File: src/hdl/shamh_pkg.sv
// Shared types, constants and round functions for the SHA-256 message hasher.
// Used by shamh_ctrl, shamh_dp and sha256_message_hash; depends on nothing.
package shamh_pkg;

    localparam int unsigned BlockBytes = 64;
    localparam int unsigned LenStart   = 56;
    localparam int unsigned Rounds     = 64;

    localparam logic [7:0] PAD_BYTE = 8'h80;

    localparam logic [31:0] K_ROUND [Rounds] = '{
        32'h428a2f98, 32'h71374491, 32'hb5c0fbcf, 32'he9b5dba5,
        32'h3956c25b, 32'h59f111f1, 32'h923f82a4, 32'hab1c5ed5,
        32'hd807aa98, 32'h12835b01, 32'h243185be, 32'h550c7dc3,
        32'h72be5d74, 32'h80deb1fe, 32'h9bdc06a7, 32'hc19bf174,
        32'he49b69c1, 32'hefbe4786, 32'h0fc19dc6, 32'h240ca1cc,
        32'h2de92c6f, 32'h4a7484aa, 32'h5cb0a9dc, 32'h76f988da,
        32'h983e5152, 32'ha831c66d, 32'hb00327c8, 32'hbf597fc7,
        32'hc6e00bf3, 32'hd5a79147, 32'h06ca6351, 32'h14292967,
        32'h27b70a85, 32'h2e1b2138, 32'h4d2c6dfc, 32'h53380d13,
        32'h650a7354, 32'h766a0abb, 32'h81c2c92e, 32'h92722c85,
        32'ha2bfe8a1, 32'ha81a664b, 32'hc24b8b70, 32'hc76c51a3,
        32'hd192e819, 32'hd6990624, 32'hf40e3585, 32'h106aa070,
        32'h19a4c116, 32'h1e376c08, 32'h2748774c, 32'h34b0bcb5,
        32'h391c0cb3, 32'h4ed8aa4a, 32'h5b9cca4f, 32'h682e6ff3,
        32'h748f82ee, 32'h78a5636f, 32'h84c87814, 32'h8cc70208,
        32'h90befffa, 32'ha4506ceb, 32'hbef9a3f7, 32'hc67178f2
    };

    localparam logic [31:0] H_INIT [8] = '{
        32'h6a09e667, 32'hbb67ae85, 32'h3c6ef372, 32'ha54ff53a,
        32'h510e527f, 32'h9b05688c, 32'h1f83d9ab, 32'h5be0cd19
    };

    typedef enum logic [3:0] {
        S_IDLE,
        S_PAD80,
        S_PADZ,
        S_LEN,
        S_LOAD,
        S_ROUND,
        S_FOLD,
        S_OUT
    } t_state;

    typedef enum logic [1:0] {
        BYTE_DATA,
        BYTE_PAD,
        BYTE_ZERO,
        BYTE_LEN
    } t_byte_sel;

    typedef struct packed {
        logic      wr_en;
        t_byte_sel sel;
        logic      add_len;
        logic      load;
        logic      round;
        logic [5:0] rnd;
        logic      fold;
        logic      restart;
        logic [2:0] widx;
    } t_dp_cmd;

    typedef struct packed {
        logic [5:0] fill;
    } t_dp_stat;

    function automatic logic [31:0] rotr(input logic [31:0] x, input int unsigned n);
        rotr = (x >> n) | (x << (32 - n));
    endfunction

    function automatic logic [31:0] big_sigma0(input logic [31:0] x);
        big_sigma0 = rotr(x, 2) ^ rotr(x, 13) ^ rotr(x, 22);
    endfunction

    function automatic logic [31:0] big_sigma1(input logic [31:0] x);
        big_sigma1 = rotr(x, 6) ^ rotr(x, 11) ^ rotr(x, 25);
    endfunction

    function automatic logic [31:0] small_sigma0(input logic [31:0] x);
        small_sigma0 = rotr(x, 7) ^ rotr(x, 18) ^ (x >> 3);
    endfunction

    function automatic logic [31:0] small_sigma1(input logic [31:0] x);
        small_sigma1 = rotr(x, 17) ^ rotr(x, 19) ^ (x >> 10);
    endfunction

endpackage

File: src/hdl/shamh_ctrl.sv
// Sequencer of the SHA-256 message hasher: byte intake, padding, rounds, output.
// Depends on shamh_pkg; drives shamh_dp through a command struct.
module shamh_ctrl
    import shamh_pkg::*;
(
    input  logic       i_clk,
    input  logic       i_rst_n,
    input  logic       i_in_valid,
    input  logic       i_has_byte,
    input  logic       i_is_last,
    input  logic       i_out_ready,
    input  t_dp_stat   i_stat,
    output logic       o_in_ready,
    output logic       o_out_valid,
    output logic [2:0] o_word_index,
    output logic       o_last_word,
    output t_dp_cmd    o_cmd
);

    t_state     r_state, n_state;
    t_state     r_ret, n_ret;
    logic [5:0] r_rcnt, n_rcnt;
    logic [2:0] r_widx, n_widx;

    logic fill_end;
    logic fill_len;

    assign fill_end = (i_stat.fill == 6'(BlockBytes - 1));
    assign fill_len = (i_stat.fill == 6'(LenStart));

    always_ff @(posedge i_clk) begin
        if (!i_rst_n) begin
            r_state <= S_IDLE;
            r_ret   <= S_IDLE;
            r_rcnt  <= '0;
            r_widx  <= '0;
        end else begin
            r_state <= n_state;
            r_ret   <= n_ret;
            r_rcnt  <= n_rcnt;
            r_widx  <= n_widx;
        end
    end

    // Next state. A full buffer always detours through LOAD/ROUND/FOLD and
    // comes back to the state held in r_ret.
    always_comb begin
        n_state = r_state;
        n_ret   = r_ret;
        n_rcnt  = r_rcnt;
        n_widx  = r_widx;
        case (r_state)
            S_IDLE: begin
                if (i_in_valid) begin
                    if (i_has_byte && fill_end) begin
                        n_ret   = i_is_last ? S_PAD80 : S_IDLE;
                        n_state = S_LOAD;
                    end else if (i_is_last) begin
                        n_state = S_PAD80;
                    end
                end
            end
            S_PAD80: begin
                if (fill_end) begin
                    n_ret   = S_PADZ;
                    n_state = S_LOAD;
                end else begin
                    n_state = S_PADZ;
                end
            end
            S_PADZ: begin
                if (fill_len) begin
                    n_state = S_LEN;
                end else if (fill_end) begin
                    n_ret   = S_PADZ;
                    n_state = S_LOAD;
                end
            end
            S_LEN: begin
                if (fill_end) begin
                    n_ret   = S_OUT;
                    n_state = S_LOAD;
                end
            end
            S_LOAD: begin
                n_rcnt  = '0;
                n_state = S_ROUND;
            end
            S_ROUND: begin
                n_rcnt = r_rcnt + 6'd1;
                if (r_rcnt == 6'(Rounds - 1)) begin
                    n_state = S_FOLD;
                end
            end
            S_FOLD: begin
                n_state = r_ret;
            end
            S_OUT: begin
                if (i_out_ready) begin
                    n_widx = r_widx + 3'd1;
                    if (r_widx == 3'd7) begin
                        n_state = S_IDLE;
                    end
                end
            end
            default: begin
                n_state = S_IDLE;
            end
        endcase
    end

    // Outputs and datapath commands.
    always_comb begin
        o_in_ready  = 1'b0;
        o_out_valid = 1'b0;
        o_cmd         = '0;
        o_cmd.sel     = BYTE_DATA;
        o_cmd.rnd     = r_rcnt;
        o_cmd.widx    = r_widx;
        case (r_state)
            S_IDLE: begin
                o_in_ready = 1'b1;
                if (i_in_valid && i_has_byte) begin
                    o_cmd.wr_en   = 1'b1;
                    o_cmd.add_len = 1'b1;
                end
            end
            S_PAD80: begin
                o_cmd.wr_en = 1'b1;
                o_cmd.sel   = BYTE_PAD;
            end
            S_PADZ: begin
                o_cmd.wr_en = !fill_len;
                o_cmd.sel   = BYTE_ZERO;
            end
            S_LEN: begin
                o_cmd.wr_en = 1'b1;
                o_cmd.sel   = BYTE_LEN;
            end
            S_LOAD: begin
                o_cmd.load = 1'b1;
            end
            S_ROUND: begin
                o_cmd.round = 1'b1;
            end
            S_FOLD: begin
                o_cmd.fold = 1'b1;
            end
            S_OUT: begin
                o_out_valid   = 1'b1;
                o_cmd.restart = i_out_ready && (r_widx == 3'd7);
            end
            default: begin
                o_cmd.wr_en = 1'b0;
            end
        endcase
    end

    assign o_word_index = r_widx;
    assign o_last_word  = (r_widx == 3'd7);

endmodule

File: src/hdl/shamh_dp.sv
// Datapath of the SHA-256 message hasher: block/schedule window, round
// registers, chaining value and length counter. Depends on shamh_pkg.
module shamh_dp
    import shamh_pkg::*;
(
    input  logic        i_clk,
    input  logic        i_rst_n,
    input  logic [7:0]  i_data_byte,
    input  t_dp_cmd     i_cmd,
    output t_dp_stat    o_stat,
    output logic [31:0] o_digest_word
);

    // The block buffer is the schedule window itself: bytes land in their
    // big-endian word slots, and rounds shift the window down by one word.
    logic [31:0] r_win   [16];
    logic [31:0] r_vars  [8];
    logic [31:0] r_chain [8];
    logic [63:0] r_bitlen;
    logic [5:0]  r_fill;

    logic [7:0]  wr_byte;
    logic [7:0]  len_byte;
    logic [31:0] w_next;
    logic [31:0] t1;
    logic [31:0] t2;
    logic [31:0] ch;
    logic [31:0] maj;

    assign len_byte = 8'(r_bitlen >> {~r_fill[2:0], 3'b000});

    always_comb begin
        case (i_cmd.sel)
            BYTE_DATA: wr_byte = i_data_byte;
            BYTE_PAD:  wr_byte = PAD_BYTE;
            BYTE_ZERO: wr_byte = 8'h00;
            BYTE_LEN:  wr_byte = len_byte;
            default:   wr_byte = 8'h00;
        endcase
    end

    assign w_next = small_sigma1(r_win[14]) + r_win[9] + small_sigma0(r_win[1]) + r_win[0];

    assign ch  = (r_vars[4] & r_vars[5]) ^ (~r_vars[4] & r_vars[6]);
    assign maj = (r_vars[0] & r_vars[1]) ^ (r_vars[0] & r_vars[2]) ^ (r_vars[1] & r_vars[2]);
    assign t1  = r_vars[7] + big_sigma1(r_vars[4]) + ch + K_ROUND[i_cmd.rnd] + r_win[0];
    assign t2  = big_sigma0(r_vars[0]) + maj;

    always_ff @(posedge i_clk) begin
        if (i_cmd.wr_en) begin
            r_win[r_fill[5:2]][{~r_fill[1:0], 3'b000} +: 8] <= wr_byte;
        end else if (i_cmd.round) begin
            for (int j = 0; j < 15; j++) begin
                r_win[j] <= r_win[j + 1];
            end
            r_win[15] <= w_next;
        end
    end

    always_ff @(posedge i_clk) begin
        if (i_cmd.load) begin
            for (int j = 0; j < 8; j++) begin
                r_vars[j] <= r_chain[j];
            end
        end else if (i_cmd.round) begin
            r_vars[7] <= r_vars[6];
            r_vars[6] <= r_vars[5];
            r_vars[5] <= r_vars[4];
            r_vars[4] <= r_vars[3] + t1;
            r_vars[3] <= r_vars[2];
            r_vars[2] <= r_vars[1];
            r_vars[1] <= r_vars[0];
            r_vars[0] <= t1 + t2;
        end
    end

    always_ff @(posedge i_clk) begin
        if (!i_rst_n) begin
            for (int j = 0; j < 8; j++) begin
                r_chain[j] <= H_INIT[j];
            end
            r_bitlen <= '0;
            r_fill   <= '0;
        end else if (i_cmd.restart) begin
            for (int j = 0; j < 8; j++) begin
                r_chain[j] <= H_INIT[j];
            end
            r_bitlen <= '0;
            r_fill   <= '0;
        end else begin
            if (i_cmd.fold) begin
                for (int j = 0; j < 8; j++) begin
                    r_chain[j] <= r_chain[j] + r_vars[j];
                end
            end
            if (i_cmd.wr_en) begin
                r_fill <= r_fill + 6'd1;
            end
            if (i_cmd.add_len) begin
                r_bitlen <= r_bitlen + 64'd8;
            end
        end
    end

    assign o_stat.fill   = r_fill;
    assign o_digest_word = r_chain[i_cmd.widx];

endmodule

File: src/hdl/sha256_message_hash.sv
// Top level of the SHA-256 message hasher, at most one message byte per transfer.
// Depends on shamh_pkg, shamh_ctrl and shamh_dp.
//
//  Channel   Handshake                   Payload
//  input     i_in_valid / o_in_ready     i_data_byte, i_has_byte, i_is_last
//  output    o_out_valid / i_out_ready   o_digest_word, o_word_index, o_last_word
//
// A byte that does not complete a block leaves the hasher ready for the next.
// Every full 64-byte block then goes through the shared round unit (load,
// 64 rounds, fold) before the next byte is taken. Padding writes at most one
// byte per cycle and pauses while a full block is compressed, then eight digest transfers follow;
// input is not taken while padding, compressing or sending the digest.
// Reset is synchronous and restores the initial hash value, length and fill.
// Output stalls simply hold the current digest word.
module sha256_message_hash
    import shamh_pkg::*;
(
    input  logic        i_clk,
    input  logic        i_rst_n,
    input  logic        i_in_valid,
    output logic        o_in_ready,
    input  logic [7:0]  i_data_byte,
    input  logic        i_has_byte,
    input  logic        i_is_last,
    output logic        o_out_valid,
    input  logic        i_out_ready,
    output logic [31:0] o_digest_word,
    output logic [2:0]  o_word_index,
    output logic        o_last_word
);

    t_dp_cmd  cmd;
    t_dp_stat stat;

    shamh_ctrl u_ctrl (
        .i_clk        (i_clk),
        .i_rst_n      (i_rst_n),
        .i_in_valid   (i_in_valid),
        .i_has_byte   (i_has_byte),
        .i_is_last    (i_is_last),
        .i_out_ready  (i_out_ready),
        .i_stat       (stat),
        .o_in_ready   (o_in_ready),
        .o_out_valid  (o_out_valid),
        .o_word_index (o_word_index),
        .o_last_word  (o_last_word),
        .o_cmd        (cmd)
    );

    shamh_dp u_dp (
        .i_clk         (i_clk),
        .i_rst_n       (i_rst_n),
        .i_data_byte   (i_data_byte),
        .i_cmd         (cmd),
        .o_stat        (stat),
        .o_digest_word (o_digest_word)
    );

endmodule
File: config.mk
export PLATFORM = sky130hd
export DESIGN_NAME = sha256_message_hash
export DESIGN_NICKNAME = d
export VERILOG_FILES = /design/src/hdl/shamh_pkg.sv /design/src/hdl/shamh_ctrl.sv /design/src/hdl/shamh_dp.sv /design/src/hdl/sha256_message_hash.sv
export SDC_FILE = /design/constraint.sdc
export NUM_CORES = 2
export LEC_CHECK = 0
export BUFFER_PORTS_ARGS = -buffer_cell sky130_fd_sc_hd__clkbuf_2
export CELL_PAD_IN_SITES_DETAIL_PLACEMENT = 1
export CELL_PAD_IN_SITES_GLOBAL_PLACEMENT = 2
export CORE_MARGIN = 2
export CORE_UTILIZATION = 46
export DETAILED_ROUTE_END_ITERATION = 16
export MAX_ROUTING_LAYER = met4
export PLACE_DENSITY = 0.94
export RECOVER_POWER = 100
export SYNTH_ARGS = -nofsm -noshare
export SYNTH_HDL_FRONTEND = slang
export SYNTH_SLANG_ARGS = --single-unit
File: constraint.sdc
create_clock -name i_clk -period 17.1 [get_ports i_clk]
set_input_delay 0 -clock i_clk [delete_from_list [all_inputs] [get_ports i_clk]]
set_output_delay 0 -clock i_clk [all_outputs]
set_load 0.05 [all_outputs]
==> flow_summary.yaml <==
synth:
  asyncSetResetFlopFracSynth_pct: 0
  flops_latches_synth: 1110
  netlist-cell-type-count: 88
  synth_sequential_area_ratio_pct: 44.10
  synthesis.yosys.warnings: 0
  synth_fp_nets: 8113
  synth.avg_cell_area_um2: 9.712
  synth_ff_type: "sky130_fd_sc_hd__edfxtp_1"
  synth_edf_count: 992
  postSynthCellCount: 7507
  synth.cell_area_um2: 72910
outcome:
  violations: "capacitance limit, slew limit"
  run_status: "finished with violations"
floorplan:
  die_h_um: 402.1
  core-area_um2: 157800
  dieArea_um2: 161700
  floorplan.initialDensity_pct: 46.19
  pin_count: 52
  die_x_um: 402.1
  num_rows: 146
clock_tree:
  clock_sink_count: 1110
  cts_inserted_buffers: 136
  ctsResizeCount: 0
  cts-root-to-sink-buffers: 3
  cts.clk_slew.worst_paths_ns: 0.06
  cts_tree: "built"
  cts-htree-levels: 4
  clock-root-buffer: "sky130_fd_sc_hd__clkbuf_16"
  clk_latency_ns: 0.83
global_route:
  gr-total-overflow: 0
  grt_usage_pct: 32.65
  first_global_vias: 59910
  antenna_found_initial: 9
  grt_first_pass_wirelength_um: 386900
  grt_start_max_net_pins: 113
critical_path:
  slowest_stage: "sky130_fd_sc_hd__clkbuf_1"
  cpMostUsedCell: "sky130_fd_sc_hd__o21ai_0"
  cp.arrival_ns: 13.88
  worst_r2r_endpoint: "u_dp.r_vars[0][31]$_DFFE_PP_"
  ff2ff_path_depth: 38
  regToRegStartpoint: "u_ctrl.r_rcnt[0]$_SDFFE_PN0P_"
  crit_required_ns: 17.60
  rrSetupSlack_ns: 3.71
  crit_path_start: "u_ctrl.r_rcnt[0]$_SDFFE_PN0P_"
  timing.critical_path.to_type: "register"
  critical_path_class: "register to register"
  path_max_fanout: 21
  worst_path_max_stage_delay_ns: 1.01
  start_kind: "register"
detailed_routing:
  vias: 58090
  detail_route.vias_per_cell: 6.045
  remaining_drc_errors: 0
  drt.antenna.violating_nets: 0
  routed_wl_um: 258700
  routedWlPerCell_um: 26.92
  detail_route.first_pass.iterations: 5
  drt_iter0_drc: 4997
pwr:
  p_leak_uw: 0.03174
  total_design_power_uw: 6245
  cellPowerDensity_nw_per_um2: 78.51
  ir_worst_vdd_v: 0.0001020
timing:
  report.final.hold_viol_count: 0
  final.min_clock_period_ns: 13.39
  slew_viol_final: 1716
  max_freq_mhz: 74.70
  post-route-period-util_pct: 78.28
  tns_ns: 0
  rsz_0062_raised_after_global_routing: "no"
  slew-limit-headroom_pct: -213.1
  skew_ns: 0.06958
  worst_slew_pin_slew_ns: 4.697
  whs_ns: 0.2269
  setup_viols_final: 0
hold_path:
  worst_hold_startpoint: "i_data_byte[6]"
  min_to: "u_dp.r_win[6][6]$_DFFE_PP_"
  hold-path-cell-count: 6
  worst_hold_path_type: "input pin to register"
place:
  gp_congestion: 0.9802
  placedCellCount: 9352
  dpl_cell_area_um2: 75150
  place_hpwl_um: 192300
  port_buffers: 51
finish:
  final-instance-count-excl-fill: 9610
  layout-drive-gt1-share_pct: 6.064
  final_area_um2: 79540
  n_fill_cell: 17650
  flow.area_growth_from_synthesis_pct: 9.094
  final_nets: 8034
  sequential_cell_area_um2: 32170
  multi_input_gate_area_um2: 38330
job:
  max_cap_violations: 32
-- worst max-delay path, delay by kind of cell, from the launching register on --
kind,cells,cell delay [ns]
buffers and inverters,4,2.03
adder cells (fa/ha/maj),8,3.72
XOR/XNOR,3,0.70
AND/OR/NAND/NOR,7,2.45
AO/OA/AOI/OAI,16,3.86
flip-flops,1,0.31
-- area by class of cell --
| class | instances | area share [%] |
|---|---|---|
| Clock buffer | 169 | 4.497 |
| Sequential cell | 1110 | 40.44 |
| Clock inverter | 77 | 1.284 |
| Antenna cell | 2 | 0.006292 |
| Multi-Input combinational cell | 5755 | 48.19 |
| Inverter | 262 | 1.238 |
| Timing Repair Buffer | 163 | 1.081 |
| Tap cell | 2072 | 3.259 |
-- state kept, by name, summed over array words and instances, names as in the netlist, named ones only --
name                 cells
u_dp.r_vars            256
u_ctrl.o_word_index      3
u_dp.o_stat              6
u_dp.r_bitlen           61
u_ctrl.r_ret             3
u_dp.r_chain           256
u_ctrl.r_state           4
u_ctrl.r_rcnt            6
u_dp.r_win             512
-- per-stage QoR --
stage / setup WS (ns) / util (%)
final: 3.713 / 50.40
after global placement: 5.225 / 47.61
after global routing: 3.190 / 50.39
after detailed placement: 5.117 / 47.61
after floorplan: 7.724 / -
after CTS: 5.097 / 50.59
-- metal layers --
metal / vias to the layer above / wire [um] / track usage (%)
met2: 1992 / 123900 / 52.79
li1: 26090 / - / -
met5: - / 0 / -
met1: 29520 / 107200 / 41.29
met3: 497 / 14870 / 4.082
met4: 0 / 12800 / 14.27
-- cells in the final DEF (no fill, tap or decap), drive strengths merged, types with 100 or more instances in the layout --
cell    netlist  routed
a21o        173     173
nor2        382     382
nor3        100     100
edfxtp      992     992
clkbuf      339     277
dfxtp       118     118
nand3       105     105
nand2      2032    2032
inv         259     262
o21ai       431     431
a21oi       353     353
fa          195     195
xor2        207     207
xnor2       416     416
ha          397     397
-- cells by family after synthesis --
logic type	synth area share [%]
compound gates	11.88
xor+xnor	7.484
fa+ha+maj	12.50
buf+inv	3.355
flops	44.10
mux	3.672
other cells	0.005143
simple gates	17.02
-- worst max-delay path by stage --
| stage | end | slack, ns | depth (start not counted) |
|---|---|---|---|
| floorplan | u_dp.r_vars[0][31]$_DFFE_PP_ | 7.72 | 40 |
| global placement | u_dp.r_vars[0][31]$_DFFE_PP_ | 5.23 | 38 |
| detailed placement | u_dp.r_vars[0][31]$_DFFE_PP_ | 5.12 | 38 |
| CTS | u_dp.r_vars[0][31]$_DFFE_PP_ | 5.10 | 38 |
| global route | u_dp.r_vars[0][31]$_DFFE_PP_ | 3.19 | 38 |
| finish | u_dp.r_vars[0][31]$_DFFE_PP_ | 3.71 | 38 |
-- report_power, final --
part	internal (uW)	switching (uW)	total, uW
Sequential	2950	13.1	2960
Clock	1720	1300	3020
Combinational	90.1	173	263
-- synth_stat cells, drive strengths merged (23+ instances only) --
master,instances,share of area [%]
nand2,2032,10
fa,195,5.4
nand2b,58,0.50
a21o,173,1.8
nand4,45,0.41
or2,25,0.21
nor2b,57,0.49
o21bai,31,0.32
o21a,59,0.61
o31ai,23,0.24
mux4,80,2.5
and3,42,0.37
nor2,382,2.0
clkbuf,339,1.7
xor2,207,2.5
ha,397,6.8
inv,259,1.3
nand3,105,0.73
mux2,60,0.93
o211ai,47,0.48
and2,25,0.22
o21ai,431,3.0
a211oi,50,0.51
dfxtp,118,3.2
a21oi,353,2.4
or3,35,0.30
xnor2,416,5.0
edfxtp,992,41
buf,41,0.26
a31oi,43,0.37
maj3,24,0.33
nor3,100,0.70
-- repair_timing --
| item | in CTS | in global routing |
|---|---|---|
| hold buffers | 9 | 0 |
| hold endpoints to repair | 37 | 0 |
| setup buffers | 0 | 0 |
Note: power is estimated with default switching activity, not from simulation.
